$ cat src/design/kmmt_pkg.sv
// Package for the keyed message mailbox table.
// Holds action and status codes, sizing constants and the front-to-back command struct.
package kmmt_pkg;

  localparam int SLOTS_DEF       = 8;
  localparam int MAX_PAYLOAD_DEF = 16;
  localparam logic [7:0] FREE_NODE = 8'd255;

  localparam logic [1:0] ACT_SET   = 2'd0;
  localparam logic [1:0] ACT_LOOK  = 2'd1;
  localparam logic [1:0] ACT_CLR   = 2'd2;
  localparam logic [1:0] ACT_CLRA  = 2'd3;

  localparam logic [1:0] ST_OK    = 2'd0;
  localparam logic [1:0] ST_EMPTY = 2'd1;
  localparam logic [1:0] ST_LONG  = 2'd2;
  localparam logic [1:0] ST_FULL  = 2'd3;

  // Command handed from the front to the back. Set bytes already sit in staging.
  typedef struct packed {
    logic [1:0] action;
    logic [7:0] group_id;
    logic [7:0] node_id;
    logic [1:0] pre_status;  // empty or too long, decided at the front
    logic [6:0] count;       // staged byte count of a committing set
  } kmmt_cmd_t;

endpackage

$ cat src/design/kmmt_ram.sv
// Generic single-port-write, single-port-read RAM with registered read data.
// Depends on nothing.
module kmmt_ram #(
  parameter int WIDTH = 8,
  parameter int DEPTH = 16
) (
  input  logic                     clk,
  input  logic                     we,
  input  logic [$clog2(DEPTH)-1:0] waddr,
  input  logic [WIDTH-1:0]         wdata,
  input  logic [$clog2(DEPTH)-1:0] raddr,
  output logic [WIDTH-1:0]         rdata
);
  logic [WIDTH-1:0] mem [DEPTH];

  // Write port and registered read port.
  always_ff @(posedge clk) begin
    if (we) begin
      mem[waddr] <= wdata;
    end
    rdata <= mem[raddr];
  end
endmodule

$ cat src/design/kmmt_front.sv
// Front part: accepts items, stages set bytes, and queues commands for the back.
// Depends on kmmt_pkg and kmmt_ram.
module kmmt_front #(
  parameter int MAX_PAYLOAD = kmmt_pkg::MAX_PAYLOAD_DEF
) (
  input  logic                             clk,
  input  logic                             rst,
  input  logic                             start,
  input  logic [1:0]                       action,
  input  logic [7:0]                       group_id,
  input  logic [7:0]                       node_id,
  input  logic [7:0]                       data_byte,
  input  logic                             has_data,
  input  logic                             byte_last,
  input  logic                             back_busy,
  output logic                             busy,
  output logic                             cmd_valid,
  output kmmt_pkg::kmmt_cmd_t              cmd,
  input  logic                             cmd_take,
  input  logic [$clog2(MAX_PAYLOAD)-1:0]   stage_raddr,
  output logic [7:0]                       stage_rdata
);
  import kmmt_pkg::*;

  localparam int AW = (MAX_PAYLOAD > 1) ? $clog2(MAX_PAYLOAD) : 1;

  logic [6:0] count;
  logic       overflow;
  kmmt_cmd_t  cmd_next;
  logic       accept;
  logic       wr;
  logic [6:0] cnt_after;

  assign accept = start && !busy;
  // One-entry queue; every item must also wait for the back so the
  // staging buffer is not overwritten while being copied.
  assign busy = cmd_valid || back_busy;

  assign wr = accept && action == ACT_SET && has_data && count < 7'(MAX_PAYLOAD);
  assign cnt_after = wr ? count + 7'd1 : count;

  kmmt_ram #(.WIDTH(8), .DEPTH(MAX_PAYLOAD)) u_stage (
    .clk(clk), .we(wr), .waddr(count[AW-1:0]), .wdata(data_byte),
    .raddr(stage_raddr), .rdata(stage_rdata)
  );

  // Classify the accepted item.
  always_comb begin
    cmd_next.action   = action;
    cmd_next.group_id = group_id;
    cmd_next.node_id  = node_id;
    cmd_next.count    = cnt_after;
    if (cnt_after == 7'd0) begin
      cmd_next.pre_status = ST_EMPTY;
    end else if (overflow || (has_data && !wr)) begin
      cmd_next.pre_status = ST_LONG;
    end else begin
      cmd_next.pre_status = ST_OK;
    end
  end

  // Staging counters and the queue register.
  always_ff @(posedge clk) begin
    if (rst) begin
      count     <= 7'd0;
      overflow  <= 1'b0;
      cmd_valid <= 1'b0;
    end else begin
      if (cmd_take) begin
        cmd_valid <= 1'b0;
      end
      if (accept) begin
        if (action == ACT_SET) begin
          if (byte_last) begin
            count     <= 7'd0;
            overflow  <= 1'b0;
            cmd_valid <= 1'b1;
          end else begin
            count <= cnt_after;
            if (has_data && !wr) begin
              overflow <= 1'b1;
            end
          end
        end else begin
          cmd_valid <= 1'b1;
        end
      end
    end
    if (accept) begin
      cmd <= cmd_next;
    end
  end
endmodule

$ cat src/design/kmmt_back.sv
// Back part: searches the slot table, copies staged payloads, reads out lookups.
// Depends on kmmt_pkg and kmmt_ram.
module kmmt_back #(
  parameter int SLOTS       = kmmt_pkg::SLOTS_DEF,
  parameter int MAX_PAYLOAD = kmmt_pkg::MAX_PAYLOAD_DEF
) (
  input  logic                           clk,
  input  logic                           rst,
  input  logic                           cmd_valid,
  input  kmmt_pkg::kmmt_cmd_t            cmd,
  output logic                           cmd_take,
  output logic                           back_busy,
  output logic [$clog2(MAX_PAYLOAD)-1:0] stage_raddr,
  input  logic [7:0]                     stage_rdata,
  output logic                           strobe,
  output logic [1:0]                     status,
  output logic                           found,
  output logic [5:0]                     entry_length,
  output logic [7:0]                     payload_byte,
  output logic                           result_last
);
  import kmmt_pkg::*;

  localparam int SW = (SLOTS > 1) ? $clog2(SLOTS) : 1;
  localparam int PW = (MAX_PAYLOAD > 1) ? $clog2(MAX_PAYLOAD) : 1;
  localparam int DEPTH = SLOTS * MAX_PAYLOAD;
  localparam int MW = (DEPTH > 1) ? $clog2(DEPTH) : 1;

  localparam logic [2:0] S_IDLE = 3'd0;
  localparam logic [2:0] S_SRCH = 3'd1;
  localparam logic [2:0] S_COPY = 3'd2;
  localparam logic [2:0] S_READ = 3'd3;

  logic [2:0]  state;
  kmmt_cmd_t   cur;
  logic [7:0]  slot_group [SLOTS];
  logic [7:0]  slot_node [SLOTS];
  logic [5:0]  slot_length [SLOTS];
  logic [SW:0] scan;
  logic        key_hit, free_hit;
  logic [SW-1:0] key_idx, free_idx;
  logic [SW-1:0] sel;
  logic [6:0]  pos;
  logic [6:0]  len;
  logic        mem_we;
  logic [MW-1:0] mem_waddr, mem_raddr;
  logic [7:0]  mem_rdata;
  logic [PW-1:0] pos_i;
  logic        rd_pend;
  logic        rd_last;

  assign pos_i = pos[PW-1:0];
  assign stage_raddr = pos_i;
  assign cmd_take  = (state == S_IDLE) && cmd_valid;
  assign back_busy = (state != S_IDLE);
  assign mem_we    = (state == S_COPY) && rd_pend;
  assign mem_waddr = MW'(sel) * MW'(MAX_PAYLOAD) + MW'(pos - 7'd1);
  assign mem_raddr = MW'(sel) * MW'(MAX_PAYLOAD) + MW'(pos_i);

  kmmt_ram #(.WIDTH(8), .DEPTH(DEPTH)) u_pay (
    .clk(clk), .we(mem_we), .waddr(mem_waddr), .wdata(stage_rdata),
    .raddr(mem_raddr), .rdata(mem_rdata)
  );

  // Controller: one slot is examined per cycle in the search.
  always_ff @(posedge clk) begin
    if (rst) begin
      strobe <= 1'b0;
      state <= S_IDLE;
      rd_pend <= 1'b0;
      for (int i = 0; i < SLOTS; i++) begin
        slot_group[i]  <= 8'd0;
        slot_node[i]   <= FREE_NODE;
        slot_length[i] <= 6'd0;
      end
    end else begin
      unique case (state)
        S_IDLE: begin
          if (cmd_valid) begin
            cur <= cmd;
            scan <= '0;
            key_hit <= 1'b0;
            free_hit <= 1'b0;
            if (cmd.action == ACT_CLRA) begin
              for (int i = 0; i < SLOTS; i++) begin
                slot_node[i]   <= FREE_NODE;
                slot_length[i] <= 6'd0;
              end
              strobe <= 1'b1;
              status <= ST_OK; found <= 1'b0; entry_length <= 6'd0;
              payload_byte <= 8'd0; result_last <= 1'b1;
            end else if (cmd.action == ACT_SET && cmd.pre_status != ST_OK) begin
              strobe <= 1'b1;
              status <= cmd.pre_status; found <= 1'b0; entry_length <= 6'd0;
              payload_byte <= 8'd0; result_last <= 1'b1;
            end else begin
              strobe <= 1'b0;
              state <= S_SRCH;
            end
          end else begin
            strobe <= 1'b0;
          end
        end
        S_SRCH: begin
          if (scan < (SW+1)'(SLOTS)) begin
            strobe <= 1'b0;
            if (!key_hit && slot_group[scan[SW-1:0]] == cur.group_id
                && slot_node[scan[SW-1:0]] == cur.node_id) begin
              key_hit <= 1'b1;
              key_idx <= scan[SW-1:0];
            end
            if (!free_hit && slot_node[scan[SW-1:0]] == FREE_NODE) begin
              free_hit <= 1'b1;
              free_idx <= scan[SW-1:0];
            end
            scan <= scan + 1'b1;
          end else begin
            entry_length <= 6'd0;
            payload_byte <= 8'd0; result_last <= 1'b1;
            pos <= 7'd0;
            rd_pend <= 1'b0;
            unique case (cur.action)
              ACT_SET: begin
                found <= 1'b0;
                if (key_hit || free_hit) begin
                  sel <= key_hit ? key_idx : free_idx;
                  len <= cur.count;
                  strobe <= 1'b0; status <= ST_OK;
                  state <= S_COPY;
                end else begin
                  strobe <= 1'b1; status <= ST_FULL; state <= S_IDLE;
                end
              end
              ACT_LOOK: begin
                status <= ST_OK;
                if (key_hit && slot_length[key_idx] != 6'd0) begin
                  sel <= key_idx;
                  len <= (slot_length[key_idx] > 6'(MAX_PAYLOAD))
                         ? 7'(MAX_PAYLOAD) : {1'b0, slot_length[key_idx]};
                  strobe <= 1'b0; found <= 1'b0;
                  state <= S_READ;
                end else begin
                  strobe <= 1'b1; found <= key_hit; state <= S_IDLE;
                end
              end
              default: begin
                if (key_hit) begin
                  slot_node[key_idx]   <= FREE_NODE;
                  slot_length[key_idx] <= 6'd0;
                end
                status <= ST_OK;
                strobe <= 1'b1; found <= key_hit; state <= S_IDLE;
              end
            endcase
          end
        end
        S_COPY: begin
          // The registered staging read at pos lands in the next cycle and is written at pos-1.
          rd_pend <= 1'b1;
          if (pos == len) begin
            slot_group[sel]  <= cur.group_id;
            slot_node[sel]   <= cur.node_id;
            slot_length[sel] <= len[5:0];
            strobe <= 1'b1; entry_length <= len[5:0];
            state <= S_IDLE;
          end else begin
            strobe <= 1'b0;
            pos <= pos + 7'd1;
          end
        end
        S_READ: begin
          // Payload read at pos passes the RAM read register, then the payload_byte register.
          rd_pend <= (pos != len);
          rd_last <= (pos == len - 7'd1);
          strobe <= rd_pend;
          if (rd_pend) begin
            found <= 1'b1; entry_length <= len[5:0];
            payload_byte <= mem_rdata; result_last <= rd_last;
            if (rd_last) begin
              state <= S_IDLE;
            end
          end
          if (pos != len) begin
            pos <= pos + 7'd1;
          end
        end
        default: begin
          strobe <= 1'b0;
          state <= S_IDLE;
        end
      endcase
    end
  end
endmodule

$ cat src/design/keyed_message_mailbox_table.sv
// Keyed message mailbox table: items are taken while busy is low. A set item that
// does not end its set is staged and busy stays low. The item that ends a set, and
// every lookup or clear, raises busy for the hand-off and the slot search; a
// committing set then copies its payload, and a lookup of a stored message reads
// it out. Results come one per cycle on strobe, the last one in the cycle in which
// busy falls; the receiver cannot stall. Clear-all and a rejected set raise busy
// for one cycle.
// Depends on kmmt_pkg, kmmt_front and kmmt_back.
module keyed_message_mailbox_table #(
  parameter int SLOTS       = kmmt_pkg::SLOTS_DEF,
  parameter int MAX_PAYLOAD = kmmt_pkg::MAX_PAYLOAD_DEF
) (
  input  logic       clk,
  input  logic       rst,
  input  logic       start,
  output logic       busy,
  input  logic [1:0] action,
  input  logic [7:0] group_id,
  input  logic [7:0] node_id,
  input  logic [7:0] data_byte,
  input  logic       has_data,
  input  logic       byte_last,
  output logic       strobe,
  output logic [1:0] status,
  output logic       found,
  output logic [5:0] entry_length,
  output logic [7:0] payload_byte,
  output logic       result_last
);
  import kmmt_pkg::*;

  localparam int PW = (MAX_PAYLOAD > 1) ? $clog2(MAX_PAYLOAD) : 1;

  logic          cmd_valid, cmd_take, back_busy;
  kmmt_cmd_t     cmd;
  logic [PW-1:0] stage_raddr;
  logic [7:0]    stage_rdata;

  // Front: accept and stage.
  kmmt_front #(.MAX_PAYLOAD(MAX_PAYLOAD)) u_front (
    .clk(clk), .rst(rst), .start(start), .action(action), .group_id(group_id),
    .node_id(node_id), .data_byte(data_byte), .has_data(has_data),
    .byte_last(byte_last), .back_busy(back_busy), .busy(busy),
    .cmd_valid(cmd_valid), .cmd(cmd), .cmd_take(cmd_take),
    .stage_raddr(stage_raddr), .stage_rdata(stage_rdata)
  );

  // Back: table search and payload movement.
  kmmt_back #(.SLOTS(SLOTS), .MAX_PAYLOAD(MAX_PAYLOAD)) u_back (
    .clk(clk), .rst(rst), .cmd_valid(cmd_valid), .cmd(cmd),
    .cmd_take(cmd_take), .back_busy(back_busy), .stage_raddr(stage_raddr),
    .stage_rdata(stage_rdata), .strobe(strobe), .status(status), .found(found),
    .entry_length(entry_length), .payload_byte(payload_byte),
    .result_last(result_last)
  );
endmodule

$ cat config.mk
export PLATFORM = sky130hd
export DESIGN_NAME = keyed_message_mailbox_table
export DESIGN_NICKNAME = d
export VERILOG_FILES = /design/src/design/kmmt_pkg.sv /design/src/design/kmmt_ram.sv /design/src/design/kmmt_front.sv /design/src/design/kmmt_back.sv /design/src/design/keyed_message_mailbox_table.sv
export SDC_FILE = /design/constraint.sdc
export NUM_CORES = 2
export LEC_CHECK = 0
export BUFFER_PORTS_ARGS = -buffer_cell sky130_fd_sc_hd__buf_2
export CAP_MARGIN = 20
export CORE_MARGIN = 3
export CORE_UTILIZATION = 35
export DETAILED_ROUTE_END_ITERATION = 16
export GPL_TIMING_DRIVEN = 0
export PLACE_DENSITY = 0.58
export SYNTH_ARGS = -nofsm -noshare
export SYNTH_HDL_FRONTEND = slang
export SYNTH_SLANG_ARGS = --single-unit
$ cat constraint.sdc
create_clock -name clk -period 10.7 [get_ports clk]
set_input_delay 2.14 -clock clk [delete_from_list [all_inputs] [get_ports clk]]
set_output_delay 2.14 -clock clk [all_outputs]
set_load 0.02 [all_outputs]
# Yosys cells after proc, flatten, opt, wreduce, memory -nomap -nowiden
# Memory sizes are Yosys's and may differ from the RTL's. A register that Yosys moved wholly into a read port is not among the register bits.
# Cells that the tools add are included.
[word_totals]
out_inout_bits = 20
memories = 5
wordCells = 284
mem_bits_rw = 1328
reg_bits = 114
inputBits = 31
[op_classes]
addsub = 7
n_reduce_logical = 55
magnitude_cmp = 3
mux = 141
bitwise = 18
n_eq_ne = 26
[memory_table]
columns = ["name", "words", "word_bits", "read_ports", "rd_ports_with_merged_regs", "write_ports", "line", "text"]
rows = [
  ["u_back.u_pay.mem", 128, 8, 1, 1, 1, "kmmt_ram.sv:14", "logic [WIDTH-1:0] mem [DEPTH];"],
  ["u_front.u_stage.mem", 16, 8, 1, 1, 1, "kmmt_ram.sv:14", ""],
  ["u_back.slot_group", 8, 8, 1, 1, 8, "kmmt_back.sv:36", "logic [7:0] slot_group [SLOTS];"],
  ["u_back.slot_node", 8, 8, 1, 1, 8, "kmmt_back.sv:37", "logic [7:0] slot_node [SLOTS];"],
  ["u_back.slot_length", 8, 6, 1, 1, 8, "kmmt_back.sv:38", "logic [5:0] slot_length [SLOTS];"],
]
[op_table]
columns = ["operator", "count"]
rows = [
  ["$mux 8", 16],
  ["$mux 6", 17],
  ["$mux 1", 55],
  ["$mux 3", 18],
  ["$mux 7", 7],
  ["$pmux 6 s4", 1],
  ["$pmux 8 s3", 1],
  ["$reduce_or 8->1", 3],
  ["$pmux 7 s3", 1],
  ["$reduce_and 5->1", 4],
  ["$mux 2", 9],
  ["$eq 8x8->1", 2],
  ["$ne 2x1->1 const B", 8],
  ["$or 1x1->1", 16],
  ["$add 7x1->7 const B", 2],
  ["$eq 7x7->1", 2],
  ["$pmux 7 s2", 1],
  ["$reduce_and 7->1", 2],
  ["$sub 7x1->7 const B", 2],
  ["$logic_and 1x1->1", 12],
  ["$ne 2x2->1 const B", 6],
  ["$pmux 3 s2", 2],
  ["$pmux 3 s4", 1],
  ["$reduce_and 4->1", 3],
  ["other kinds (34)", 59],
]

# Longest topological paths before layout
[logic_depth]
depth_word = 11
depth_mapped = 14
ltp_nobuf = 10

# Modules after synthesis
# From an unflattened synthesis, not the netlist that was laid out.
[unflattened]
hier_cells = 2834
area_unflattened_um2 = 58112.0
[modules_own_cells]
columns = ["mod", "instances", "cells_per_inst", "area_per_inst_um2"]
rows = [
  ["kmmt_ram (u_back.u_pay)", 1, 1635, 39661.8],
  ["kmmt_back", 1, 873, 11891.4],
  ["kmmt_ram (u_front.u_stage)", 1, 229, 5147.4],
  ["kmmt_front", 1, 97, 1411.4],
]

# Least setup slack after synthesis
# Ideal clock, no wire load.
[synth_timing]
path_kind = "input to register"
from = "input start"
to = "memory u_front.u_stage.mem[0][0] (enable)"
arrival_time_ns = 5.457
n_path_buf = 1
path_slack_ns = 4.859
setup_time_ns = 0.383
path_stages = 6
t_required_ns = 10.317
path_cell_list = "nor4b_2 -> and2_1 -> and3_1 -> clkbuf_1 -> nand2_1 -> nor3_1"
[synth_between]
elab_chain_cells = 6
[synth_rtl]
columns = ["item", "line", "text"]
rows = [
  ["from (decl)", "keyed_message_mailbox_table.sv:15", "input logic start,"],
  ["$logic_and 1x1->1", "kmmt_front.sv:34", "assign accept = start && !busy;"],
  ["$logic_and 1x1->1 (3 in a row)", "kmmt_front.sv:39", "assign wr = accept && action == ACT_SET && has_data && count < 7'(MAX_PAYLOAD);"],
  ["$mux 1", "kmmt_ram.sv:18", "if (we) begin"],
  ["$mux 1 (not written as such)", "kmmt_ram.sv:19", "mem[waddr] <= wdata;"],
  ["to (decl)", "kmmt_ram.sv:14", ""],
]
# No other way between the ends.

# Worst setup path after layout
[layout_timing]
from = "register u_back.pos[2]"
to = "memory u_back.u_pay.mem[100][1] (enable)"
[layout_between]
elab_chain_cells = 2
[layout_rtl]
columns = ["item", "line", "text"]
rows = [
  ["from (decl)", "kmmt_back.sv:43", "logic [6:0] pos;"],
  ["from (signal assigned)", "kmmt_back.sv:168", "pos <= pos + 7'd1;"],
  ["from (signal assigned)", "kmmt_back.sv:184", "pos <= pos + 7'd1;"],
  ["$sub 7x1->7", "kmmt_back.sv:57", "assign mem_waddr = MW'(sel) * MW'(MAX_PAYLOAD) + MW'(pos - 7'd1);"],
  ["$add 7x7->7", "kmmt_back.sv:57", ""],
  ["to (decl)", "kmmt_ram.sv:14", ""],
]
# No other way between the ends.

==> out/results.txt <==
Cell Rows: 148
Worst-Skew Late Latency: 790 ps
Max Fanout on Critical Path: 10
Initial core utilization: 35.4%
Crit share post-route: 62.9%
Slew Limit Fails: 0
Post-cts sizing count: 0
Slew at the pin with the worst max-slew slack: 1240 ps
Worst min-delay path class: reg2reg
Setup Fix Bufs, Post-CTS: 0
Post-route ant nets: 0
Syn Nets: 2879
Die area: 171000 um2
Die Ht: 413 um
Vias/cell: 5.37
Post-Layout Cell Count: 5375
Worst Setup Slack, final: 3970 ps
P_leak: 20.6 nW
Core Area: 164000 um2
EDFF count, synth: 1428
Synthesized area: 58100 um2
Mean Syn Cell Area: 20.5 um2
Clock buffer count from CTS: 154
HPWL after DPL: 102000 um
Largest net degree at the start of global routing: 81
Max Cap Viol: 0
# DRC: 0
WL final: 153000 um
GRT Total Usage: 17.9%
Fill count: 14400
Crit path arrival time: 7120 ps
PD cells: 175 nW/um2
CTS max path bufs: 3
# port buffers: 50
Worst vdd ir: 0.000173 V
Pre-antenna DRT Iters: 8
Layout cells sized above 1: 24.1%
GP Congestion: 0.822
Final hold vios: 0
Fin Clk Skew: 36.6 ps
Main synth FF type: edfxtp_1
Clk slew on worst S/H paths: 60 ps
Top Ports: 51
Post-layout power: 11.7 mW
H-tree levels: 4
Number of library cell types mapped by synthesis: 60
Initial antenna violation count: 0
Asr flop ratio synth: 0%
Max Freq: 149 MHz
Hold buffer count at cts: 0
Flops & latches, synth: 1463
Most common cell after layout, fill and taps aside: edfxtp_1
Ant diodes: 0
RSZ-0062 raised after global routing: no
DRC marker count from the first detailed-route iteration: 3000
Most frequent cells in the layout: edfxtp_1, mux4_2, nor2_1
DIE WIDTH: 413 um
Seq/Total Area, Yosys: 75.0%
Outcome: complete, no violations
WL/cell: 28.4 um
Setup violators final: 0
Yosys warning count: 0
Placed Cells: 5093
WHS: 410 ps
Grt ovf: 0
Min Tclk post-route: 6730 ps
DR vias: 28800
Setup CP Type: reg2reg
Clock sink total: 1463
CTS tree: yes
Root Driver: clkbuf_16
Nature of the critical path startpoint: register
Area delta synth->final: 14.6%
Vias in the first global route: 29300
Worst EP required: 11090 ps
Setup crit end kind: register
Layout Nets: 3127
Worst slew margin: 17.6%
Setup TNS: 0 ps
First-pass GRT wire length: 218000 um
Synthesized instance count: 2831
Worst slack at placement: 3970 ps
## area by class of cell
cell class                 count  area [um2]  area share (%)
buffer                       153         664           0.999
clock buffer                 206        4090            6.15
clock inverter                71         593           0.891
inverter                      27         101           0.152
multi-input combinational   1188       13800            20.7
sequential                  1463       43600            65.6
tap                         2175        2720            4.09
timing repair buffer          92         962            1.45
## synth_stat cells, types with 7 or more instances
master    number  area, um2
inv_1         20       75.1
buf_2         40        200
a21oi_1       18       90.1
nand4_1        8       50.1
or2_1         10       62.6
mux2i_1       41        410
o21ai_0       10       50.1
xor2_1        17        149
nor3_1        28        140
edfxtp_1    1428      42900
nor4_1         7       43.8
nor2_1       183        687
dfxtp_1       35        701
clkbuf_1      88        330
nor2b_1       11       68.8
a22oi_1       13       97.6
a31oi_1       14       87.6
nand2b_1      22        138
ha_1          16        200
and2_1       119        744
xnor2_1       27        236
or3_1         52        325
nand3_1       29        145
mux4_2       402       9050
and3_1        12       75.1
buf_1         17       63.8
o21ai_1       12       60.1
nand2_1       84        315
## report_power, final
| group | leakage [nW] | internal [mW] | switching [mW] |
|---|---|---|---|
| sequential | 13.2 | 6.29 | 0.0357 |
| combinational | 5.18 | 0.101 | 0.187 |
| clock | 2.27 | 2.84 | 2.20 |
| total | 20.6 | 9.23 | 2.42 |
## registers in the layout, indices dropped and copies added (netlist names), 2 cells and up, named ones only
| register | flops |
|---|---|
| u_front.count | 7 |
| u_back.pos | 7 |
| u_back.key_idx | 3 |
| u_front.cmd | 27 |
| u_back.len | 7 |
| u_front.u_stage.rdata | 8 |
| u_back.state | 2 |
| u_back.entry_length | 6 |
| u_back.slot_node | 64 |
| u_back.u_pay.rdata | 8 |
| u_back.status | 2 |
| u_back.slot_length | 48 |
| u_front.u_stage.mem | 128 |
| u_back.payload_byte | 8 |
| u_back.sel | 3 |
| u_back.scan | 4 |
| u_back.free_idx | 3 |
| u_back.u_pay.mem | 1024 |
| u_back.cur | 25 |
| u_back.slot_group | 64 |
## per-stage QoR
| stage | util [%] | instance area (um2) |
|---|---|---|
| final | 40.6 | 66500 |
| after detailed placement | 37.7 | 61800 |
| after global placement | 37.3 | 61100 |
| after floorplan | - | 58100 |
| after CTS | 40.6 | 66500 |
| after global routing | 40.6 | 66500 |
## worst max-delay path, stage by stage (launching register included)
cell and delay [ps]:
edfxtp_1 500, clkbuf_1 370, clkbuf_1 510, buf_8 240, buf_1 520, buf_1 660, inv_1 100, ha_1 300
a21o_1 180, a21oi_1 300, o21bai_1 100, a21oi_1 250, xor2_1 830, nand3_1 650, nor2_1 840
## cell families after synthesis
kind of cell	count (synthesis)	share of synthesized area [%]
flops	1463	75.0
fa+ha+maj	17	0.379
xor+xnor	44	0.664
buf+inv	180	1.31
simple gates	580	5.07
compound gates	96	1.06
mux	451	16.5
## final timing paths
path | start | to | slack (ps) | depth (start not counted)
worst max-delay path | u_back.pos[2]$_SDFFCE_PN0P_ | u_back.u_pay.mem[100][1]$_DFFE_PP_ | 3970 | 14
worst min-delay path | u_front.cmd[10]$_DFFE_PP_ | u_back.cur[10]$_DFFE_PP_ | 410 | 0
worst max register to register | u_back.pos[2]$_SDFFCE_PN0P_ | u_back.u_pay.mem[100][1]$_DFFE_PP_ | 3970 | 14
worst min register to register | u_front.cmd[10]$_DFFE_PP_ | u_back.cur[10]$_DFFE_PP_ | 410 | 0
## metal layers
layer / up-vias / global-route usage (%) / wire, um
met2: 1105 / 29.2 / 74300
met3: 231 / 4.13 / 10900
met4: 0 / 5.11 / 4130
li1: 12100 / - / -
met5: - / 0 / 0
met1: 15400 / 24.1 / 63300
No activity file was read; power rests on OpenSTA's default activity.
